`src/fspd_pkg.sv`:
```
// ============================================================================
// Fan speed PD controller package
// Shared types and constants of the incremental PD fan drive controller.
// ============================================================================
package fspd_pkg;

    localparam int SPD_W     = 16;
    localparam int QUO_W     = 13;
    localparam int DRV_W     = 16;
    localparam int GAIN_W    = 8;
    localparam int PROD_W    = QUO_W + GAIN_W;
    localparam int STEP_W    = 7;
    localparam int CFG_IDX_W = 3;
    localparam int CFG_DAT_W = 16;

    // Division by ten as a multiplication by a scaled reciprocal.
    // It is exact for every 16-bit dividend.
    localparam int                DIV10_MUL_W = 17;
    localparam logic [16:0]       DIV10_MUL   = 17'd52429;
    localparam int                DIV10_SHIFT = 19;

    localparam logic [STEP_W-1:0] STEP_UP_MAX   = 7'd100;
    localparam logic [STEP_W-1:0] STEP_DOWN_MAX = 7'd18;

    localparam logic [CFG_IDX_W-1:0] REG_GAIN_P      = 3'd0;
    localparam logic [CFG_IDX_W-1:0] REG_GAIN_D      = 3'd1;
    localparam logic [CFG_IDX_W-1:0] REG_DRIVE_MAX   = 3'd2;
    localparam logic [CFG_IDX_W-1:0] REG_DRIVE_MIN   = 3'd3;
    localparam logic [CFG_IDX_W-1:0] REG_START_DRIVE = 3'd4;

    localparam logic [GAIN_W-1:0] RST_GAIN_P      = 8'd10;
    localparam logic [GAIN_W-1:0] RST_GAIN_D      = 8'd8;
    localparam logic [DRV_W-1:0]  RST_DRIVE_MAX   = 16'd1000;
    localparam logic [DRV_W-1:0]  RST_DRIVE_MIN   = 16'd100;
    localparam logic [DRV_W-1:0]  RST_START_DRIVE = 16'd200;

    typedef struct packed {
        logic [GAIN_W-1:0] gain_p;
        logic [GAIN_W-1:0] gain_d;
        logic [DRV_W-1:0]  drive_max;
        logic [DRV_W-1:0]  drive_min;
        logic [DRV_W-1:0]  start_drive;
    } cfg_t;

    typedef struct packed {
        logic             kind;
        logic [QUO_W-1:0] tgt_q;
        logic [QUO_W-1:0] meas_q;
    } upd_t;

endpackage

```
`src/fan_speed_incremental_pd.sv`:
```
// ============================================================================
// Fan speed incremental PD controller
// Top level: configuration registers, input stage and PD step with history.
// ============================================================================
// Each request is either a control update or a fan-off reset. The block takes
// one request every clock cycle unless a held result waits on out_ready.
// It passes the input register, where both speeds are divided by ten, and then
// the result register, loaded by the step logic that forms the error, the PD
// step and the clamped drive. The error, direction and drive history update in
// the same cycle as the result register, so back-to-back requests always see
// the history left by the request before them. Register writes take effect on
// the next cycle and should only be made while idle.
module fan_speed_incremental_pd (
    input  logic                            clk,
    input  logic                            rst_n,
    input  logic                            cfg_write,
    input  logic [fspd_pkg::CFG_IDX_W-1:0]  cfg_index,
    input  logic [fspd_pkg::CFG_DAT_W-1:0]  cfg_data,
    input  logic                            in_valid,
    output logic                            in_ready,
    input  logic                            kind,
    input  logic [fspd_pkg::SPD_W-1:0]      target_speed,
    input  logic [fspd_pkg::SPD_W-1:0]      measured_speed,
    output logic                            out_valid,
    input  logic                            out_ready,
    output logic [fspd_pkg::DRV_W-1:0]      drive,
    output logic                            slowing
);

    fspd_pkg::cfg_t cfg;
    fspd_pkg::upd_t upd;
    logic           upd_valid;
    logic           advance;

    fspd_cfg u_cfg (
        .clk       (clk),
        .rst_n     (rst_n),
        .cfg_write (cfg_write),
        .cfg_index (cfg_index),
        .cfg_data  (cfg_data),
        .cfg       (cfg)
    );

    fspd_in_stage u_in_stage (
        .clk            (clk),
        .rst_n          (rst_n),
        .in_valid       (in_valid),
        .in_ready       (in_ready),
        .kind           (kind),
        .target_speed   (target_speed),
        .measured_speed (measured_speed),
        .advance        (advance),
        .upd_valid      (upd_valid),
        .upd            (upd)
    );

    fspd_step u_step (
        .clk       (clk),
        .rst_n     (rst_n),
        .upd_valid (upd_valid),
        .upd       (upd),
        .cfg       (cfg),
        .advance   (advance),
        .out_valid (out_valid),
        .out_ready (out_ready),
        .drive     (drive),
        .slowing   (slowing)
    );

endmodule

```
`src/fspd_cfg.sv`:
```
// ============================================================================
// Fan speed PD configuration registers
// Holds the gains, drive limits and start drive written through the write port.
// ============================================================================
module fspd_cfg (
    input  logic                            clk,
    input  logic                            rst_n,
    input  logic                            cfg_write,
    input  logic [fspd_pkg::CFG_IDX_W-1:0]  cfg_index,
    input  logic [fspd_pkg::CFG_DAT_W-1:0]  cfg_data,
    output fspd_pkg::cfg_t                  cfg
);

    fspd_pkg::cfg_t cfg_reg;

    always_ff @(posedge clk or negedge rst_n)
    begin
        if (!rst_n)
        begin
            cfg_reg.gain_p      <= fspd_pkg::RST_GAIN_P;
            cfg_reg.gain_d      <= fspd_pkg::RST_GAIN_D;
            cfg_reg.drive_max   <= fspd_pkg::RST_DRIVE_MAX;
            cfg_reg.drive_min   <= fspd_pkg::RST_DRIVE_MIN;
            cfg_reg.start_drive <= fspd_pkg::RST_START_DRIVE;
        end
        else if (cfg_write)
        begin
            case (cfg_index)
                fspd_pkg::REG_GAIN_P:      cfg_reg.gain_p      <= cfg_data[fspd_pkg::GAIN_W-1:0];
                fspd_pkg::REG_GAIN_D:      cfg_reg.gain_d      <= cfg_data[fspd_pkg::GAIN_W-1:0];
                fspd_pkg::REG_DRIVE_MAX:   cfg_reg.drive_max   <= cfg_data;
                fspd_pkg::REG_DRIVE_MIN:   cfg_reg.drive_min   <= cfg_data;
                fspd_pkg::REG_START_DRIVE: cfg_reg.start_drive <= cfg_data;
                default:
                begin
                end
            endcase
        end
    end

    assign cfg = cfg_reg;

endmodule

```
`src/fspd_in_stage.sv`:
```
// ============================================================================
// Fan speed PD input stage
// Divides both speeds by ten and holds the request in the input register.
// ============================================================================
module fspd_in_stage (
    input  logic                        clk,
    input  logic                        rst_n,
    input  logic                        in_valid,
    output logic                        in_ready,
    input  logic                        kind,
    input  logic [fspd_pkg::SPD_W-1:0]  target_speed,
    input  logic [fspd_pkg::SPD_W-1:0]  measured_speed,
    input  logic                        advance,
    output logic                        upd_valid,
    output fspd_pkg::upd_t              upd
);

    localparam int PROD_W = fspd_pkg::SPD_W + fspd_pkg::DIV10_MUL_W;

    logic [PROD_W-1:0]  tgt_prod;
    logic [PROD_W-1:0]  meas_prod;
    logic               valid_reg;
    logic               valid_next;
    fspd_pkg::upd_t     upd_reg;
    logic               take;

    assign tgt_prod  = PROD_W'(target_speed) * PROD_W'(fspd_pkg::DIV10_MUL);
    assign meas_prod = PROD_W'(measured_speed) * PROD_W'(fspd_pkg::DIV10_MUL);

    assign in_ready = !valid_reg || advance;
    assign take     = in_valid && in_ready;

    always_comb
    begin
        if (take)
            valid_next = 1'b1;
        else if (advance)
            valid_next = 1'b0;
        else
            valid_next = valid_reg;
    end

    always_ff @(posedge clk or negedge rst_n)
    begin
        if (!rst_n)
            valid_reg <= 1'b0;
        else
            valid_reg <= valid_next;
    end

    always_ff @(posedge clk)
    begin
        if (take)
        begin
            upd_reg.kind   <= kind;
            upd_reg.tgt_q  <= tgt_prod[fspd_pkg::DIV10_SHIFT +: fspd_pkg::QUO_W];
            upd_reg.meas_q <= meas_prod[fspd_pkg::DIV10_SHIFT +: fspd_pkg::QUO_W];
        end
    end

    assign upd_valid = valid_reg;
    assign upd       = upd_reg;

endmodule

```
`src/fspd_step.sv`:
```
// ============================================================================
// Fan speed PD step
// Forms the error, the PD step and the clamped drive, and updates the history.
// ============================================================================
module fspd_step (
    input  logic                        clk,
    input  logic                        rst_n,
    input  logic                        upd_valid,
    input  fspd_pkg::upd_t              upd,
    input  fspd_pkg::cfg_t              cfg,
    output logic                        advance,
    output logic                        out_valid,
    input  logic                        out_ready,
    output logic [fspd_pkg::DRV_W-1:0]  drive,
    output logic                        slowing
);

    localparam int QW = fspd_pkg::QUO_W;
    localparam int PW = fspd_pkg::PROD_W;
    localparam int DW = fspd_pkg::DRV_W;
    localparam int SW = fspd_pkg::STEP_W;

    logic [QW-1:0]  prev_error_reg;
    logic           prev_slowing_reg;
    logic [DW-1:0]  prev_drive_reg;
    logic           out_valid_reg;
    logic           out_valid_next;
    logic [DW-1:0]  drive_reg;
    logic           slowing_reg;

    logic           slow;
    logic [QW-1:0]  err;
    logic [PW-1:0]  p_term;
    logic [PW-1:0]  d_term;
    logic           same_dir;
    logic           p_ge;
    logic [PW:0]    diff;
    logic           decrease;
    logic [SW-1:0]  step_dn;
    logic [SW-1:0]  step_up;
    logic [DW-1:0]  dn_val;
    logic [DW:0]    up_val;
    logic [DW:0]    raw;
    logic [DW-1:0]  clamped;
    logic [DW-1:0]  drive_new;
    logic           slow_new;
    logic [QW-1:0]  err_new;

    assign slow = !(upd.tgt_q > upd.meas_q);
    assign err  = slow ? (upd.meas_q - upd.tgt_q) : (upd.tgt_q - upd.meas_q);

    assign p_term = PW'(err) * PW'(cfg.gain_p);
    assign d_term = PW'(prev_error_reg) * PW'(cfg.gain_d);

    assign same_dir = (slow == prev_slowing_reg);
    assign p_ge     = (p_term >= d_term);

    always_comb
    begin
        if (same_dir)
        begin
            diff     = p_ge ? {1'b0, p_term - d_term} : {1'b0, d_term - p_term};
            decrease = slow ? p_ge : !p_ge;
        end
        else
        begin
            diff     = {1'b0, p_term} + {1'b0, d_term};
            decrease = slow;
        end
    end

    assign step_dn = (diff > (PW+1)'(fspd_pkg::STEP_DOWN_MAX)) ? fspd_pkg::STEP_DOWN_MAX
                                                              : diff[SW-1:0];
    assign step_up = (diff > (PW+1)'(fspd_pkg::STEP_UP_MAX)) ? fspd_pkg::STEP_UP_MAX
                                                            : diff[SW-1:0];

    // The decrease is an absolute difference, so a drive below the step folds back up.
    assign dn_val = (prev_drive_reg > DW'(step_dn)) ? (prev_drive_reg - DW'(step_dn))
                                                   : (DW'(step_dn) - prev_drive_reg);
    assign up_val = {1'b0, prev_drive_reg} + (DW+1)'(step_up);
    assign raw    = decrease ? {1'b0, dn_val} : up_val;

    always_comb
    begin
        if (raw > {1'b0, cfg.drive_max})
            clamped = cfg.drive_max;
        else if (raw < {1'b0, cfg.drive_min})
            clamped = cfg.drive_min;
        else
            clamped = raw[DW-1:0];
    end

    always_comb
    begin
        if (upd.kind)
        begin
            drive_new = cfg.start_drive;
            slow_new  = 1'b0;
            err_new   = '0;
        end
        else
        begin
            drive_new = clamped;
            slow_new  = slow;
            err_new   = err;
        end
    end

    assign advance = upd_valid && (!out_valid_reg || out_ready);

    always_comb
    begin
        if (advance)
            out_valid_next = 1'b1;
        else if (out_ready)
            out_valid_next = 1'b0;
        else
            out_valid_next = out_valid_reg;
    end

    always_ff @(posedge clk or negedge rst_n)
    begin
        if (!rst_n)
        begin
            out_valid_reg    <= 1'b0;
            prev_error_reg   <= '0;
            prev_slowing_reg <= 1'b0;
            prev_drive_reg   <= '0;
        end
        else
        begin
            out_valid_reg <= out_valid_next;
            if (advance)
            begin
                prev_error_reg   <= err_new;
                prev_slowing_reg <= slow_new;
                prev_drive_reg   <= drive_new;
            end
        end
    end

    always_ff @(posedge clk)
    begin
        if (advance)
        begin
            drive_reg   <= drive_new;
            slowing_reg <= slow_new;
        end
    end

    assign out_valid = out_valid_reg;
    assign drive     = drive_reg;
    assign slowing   = slowing_reg;

endmodule
```
`config.mk`:
```
export PLATFORM = sky130hd
export DESIGN_NAME = fan_speed_incremental_pd
export DESIGN_NICKNAME = d
export VERILOG_FILES = /design/src/fspd_pkg.sv /design/src/fan_speed_incremental_pd.sv /design/src/fspd_cfg.sv /design/src/fspd_in_stage.sv /design/src/fspd_step.sv
export SDC_FILE = /design/constraint.sdc
export NUM_CORES = 2
export LEC_CHECK = 0
export ABC_CLOCK_PERIOD_IN_PS = 44500
export BUFFER_PORTS_ARGS = -buffer_cell sky130_fd_sc_hd__buf_2
export CAP_MARGIN = 20
export CORE_UTILIZATION = 60
export CTS_CLUSTER_DIAMETER = 30
export CTS_CLUSTER_SIZE = 16
export DETAILED_ROUTE_END_ITERATION = 16
export GPL_TIMING_DRIVEN = 0
export PLACE_DENSITY = 0.83
export SETUP_SLACK_MARGIN = 0.02
export SLEW_MARGIN = 15
export SYNTH_ARGS = -nofsm -noshare
export SYNTH_HDL_FRONTEND = slang
export SYNTH_SLANG_ARGS = --single-unit
```
`constraint.sdc`:
```
create_clock -name clk -period 44.5 [get_ports clk]
set_input_delay 8.9 -clock clk [delete_from_list [all_inputs] [get_ports clk]]
set_output_delay 8.9 -clock clk [all_outputs]
set_load 0.02 [all_outputs]
```
==> results.py <==
metrics = {
    "outcome": {
        "outcome": "finished clean",
    },
    "critical_path": {
        "cp-end-kind": "flip-flop",
        "path_max_fanout": 10,
        "required_ns": 44.63,
        "slowest_stage": "mux2i_1",
        "timing.reg2reg.setup_slack_ns": 23.58,
        "reg2regPathDepth": 69,
        "critical-path-top-delay-family": "compound AO/OA/AOI/OAI gates",
        "max_stage_delay_ns": 0.86,
        "r2r-end": "u_step.drive[6]$_DFFE_PP_",
        "path_common_cell": "a21oi_1",
        "start_kind": "flip-flop",
        "cp_num_buf_inv": 11,
        "crit_arrival_ns": 21.05,
        "r2r_start": "u_in_stage.upd[13]$_DFFE_PP_",
        "crit_type": "reg -> reg",
    },
    "drt": {
        "wl_met2_mm": 32.8,
        "vias_per_cell": 5.87,
        "first_pass_iters": 6,
        "vias": 21500,
        "routed_wl_mm": 68.9,
        "highest_layer": "met4",
        "routedWlPerCell_um": 18.8,
        "ant_nets": 0,
        "wl_met1_mm": 29.2,
        "first_iter_violations": 1663,
        "drc": 0,
        "wl_met3_mm": 4.65,
    },
    "sta": {
        "slew_viol_final": 0,
        "final.setup.tns_ns": 0,
        "finClkSkew_ns": 0.0116,
        "fin_crit_ns": 20.92,
        "maxSlewHeadroom_pct": 25.1,
        "hold_violations": 0,
        "finalSetupViolations": 0,
        "fmax_mhz": 47.8,
        "whs_ns": 0.503,
        "fin_crit_sh_pct": 47.0,
        "max_slew.worst_pin.slew_ns": 1.12,
        "rsz0062_at_grt": "false",
    },
    "clock_tree": {
        "numCtsBuffers": 17,
        "cts-root-buf": "clkbuf_16",
        "tritoncts": "yes",
        "cts_hold_buffers": 0,
        "clkSinkCount": 140,
        "cts_buffer_depth": 2,
        "clock_latency_ns": 0.44,
        "cts_setup_buffers": 0,
        "clk_pin_slew_ns": 0.06,
        "post_cts_resized": 0,
        "htree_levels": 4,
    },
    "grt": {
        "antenna_found_initial": 3,
        "grt_max_degree": 57,
        "grt_pass1_wl_mm": 114,
        "grtUsageTotal_pct": 30.5,
        "first_global_vias": 22600,
        "grt-ovfl-total": 0,
    },
    "synth": {
        "syn_inst": 2961,
        "synth_area_leader_cell": "ha_1",
        "yosysWarnings": 0,
        "synth_seq_cells": 140,
        "ys_types": 90,
        "yosys.area_share.simple_pct": 12.0,
        "synth_xor_area_share_pct": 3.70,
        "ys_seq_area_share_pct": 13.7,
        "synthTopCellsByArea": "ha_1 (22%), fa_1 (22%), inv_1 (7.9%)",
        "synth_top_family_by_area": "adder cells",
        "synth_edf_count": 44,
        "synth-main-ff-cell": "dfrtp_1",
        "yosys.area_share.adder_pct": 44.4,
        "netlist_area_um2": 27300,
        "synth_compound_area_share_pct": 12.2,
        "synthArstFlopShare_pct": 68.6,
        "postSynthAreaPerCell_um2": 9.21,
        "muxShareOfSynthArea_pct": 4.73,
        "synth_top_area_share_pct": 22.3,
    },
    "placed_design": {
        "gp_congestion": 0.979,
        "port_buffers": 74,
        "dp_hpwl_mm": 57.4,
    },
    "hold_path": {
        "worstHoldEndpoint": "u_step.out_valid$_DFFE_PN0P_",
        "hold_path_class": "reg -> reg",
        "hold_path_depth": 1,
        "min_from": "u_in_stage.upd_valid$_DFFE_PN0P_",
    },
    "floorplan": {
        "num_io_pins": 76,
        "die_h_um": 215,
        "fp.dieW_um": 215,
        "initial_utilization_pct": 61.3,
        "rows": 77,
        "core_area_um2": 44500,
        "design.die.area_um2": 46300,
    },
    "cells_and_area": {
        "drive_above_1_share_pct": 8.04,
        "seq_area_um2": 3740,
        "layout_common_cells": "inv_1 (577), ha_1 (486), fa_1 (302)",
        "largest_reg_flops": 64,
        "final_common_cell": "inv_1",
        "multi_input_comb_area_um2": 21000,
        "final_nets": 3904,
        "synthToLayoutAreaGrowth_pct": 6.48,
        "fill_cells": 3517,
        "fin_util_pct": 65.3,
    },
    "run": {
        "drv_cap": 0,
    },
}
[area by class of cell]
type | instances | area share (%)
antenna | 3 | 0.0258
buffer | 85 | 1.19
clock buffer | 18 | 1.48
clock inverter | 14 | 0.538
inverter | 578 | 7.47
multi-input combinational | 2160 | 72.4
sequential | 140 | 12.9
tap | 592 | 2.55
timing repair buffer | 77 | 1.45
[cell usage after synthesis, types with 13 or more instances]
library cell / instances
inv_1: 577
ha_1: 486
fa_1: 302
nand2_1: 174
a21oi_1: 139
and2_1: 119
o21ai_0: 111
nor2_1: 97
dfrtp_1: 81
xnor2_1: 77
mux2_2: 75
clkbuf_1: 62
a21o_1: 61
nor2b_1: 50
edfxtp_1: 44
mux2i_1: 42
nor3_1: 38
nand3_1: 35
xor2_1: 35
nand2b_1: 32
o21bai_1: 28
buf_2: 15
dfstp_2: 15
nor4_1: 14
o21a_1: 14
o211ai_1: 13
[through the flow]
step | cell area [um^2] | instances | worst slack (ns)
2_1_floorplan | 27300 | 2963 | 26.42
3_3_place_gp | 28400 | 3629 | 24.63
3_5_place_dp | 28500 | 3631 | 24.12
4_1_cts | 29000 | 3663 | 24.01
5_1_grt | 29100 | 3667 | 22.46
6_report | 29100 | 3667 | 23.58
[cell families (layout without fill, tap and decap cells)]
group                    after synthesis  after routing
multiplexers                         119            119
buffers and inverters                663            772
adder cells (fa/ha/maj)              788            788
flip-flops                           140            140
other                                  2              7
XOR/XNOR                             113            113
AO/OA/AOI/OAI                        504            504
AND/OR/NAND/NOR                      632            632
[layer usage]
metal  vias to the layer above  global-route usage [%]
li1                       9998                       -
met1                     10600                    40.2
met2                       791                    51.1
met3                       149                    4.77
met4                         0                    10.5
met5                         -                       0
[worst register-to-register path, delay by kind of cell, from the launching register on]
kind	cells	cell delay (ns)
DFF	1	0.46
adders and majority gates	9	3.57
xor gates and xnor gates	3	1.11
buffers and inverters	11	3.96
AOI/OAI and AO/OA	28	6.07
muxes	6	2.20
and+or+nand+nor	12	3.22
[worst max path at each step]
stage | startpoint | end | slack (ns) | cells after the start
6_report | u_in_stage.upd[13]$_DFFE_PP_ | u_step.drive[6]$_DFFE_PP_ | 23.58 | 69
5_1_grt | u_in_stage.upd[13]$_DFFE_PP_ | u_step.drive[6]$_DFFE_PP_ | 22.46 | 74
4_1_cts | u_in_stage.upd[13]$_DFFE_PP_ | u_step.drive[0]$_DFFE_PP_ | 24.01 | 72
3_5_place_dp | u_in_stage.upd[13]$_DFFE_PP_ | u_step.drive[6]$_DFFE_PP_ | 24.12 | 69
3_3_place_gp | u_in_stage.upd[13]$_DFFE_PP_ | u_step.drive[5]$_DFFE_PP_ | 24.63 | 69
2_1_floorplan | out_ready | in_ready | 26.42 | 1
Power is not shown: default switching activity piles up to over one toggle a cycle in this logic, so the estimate is an artifact.
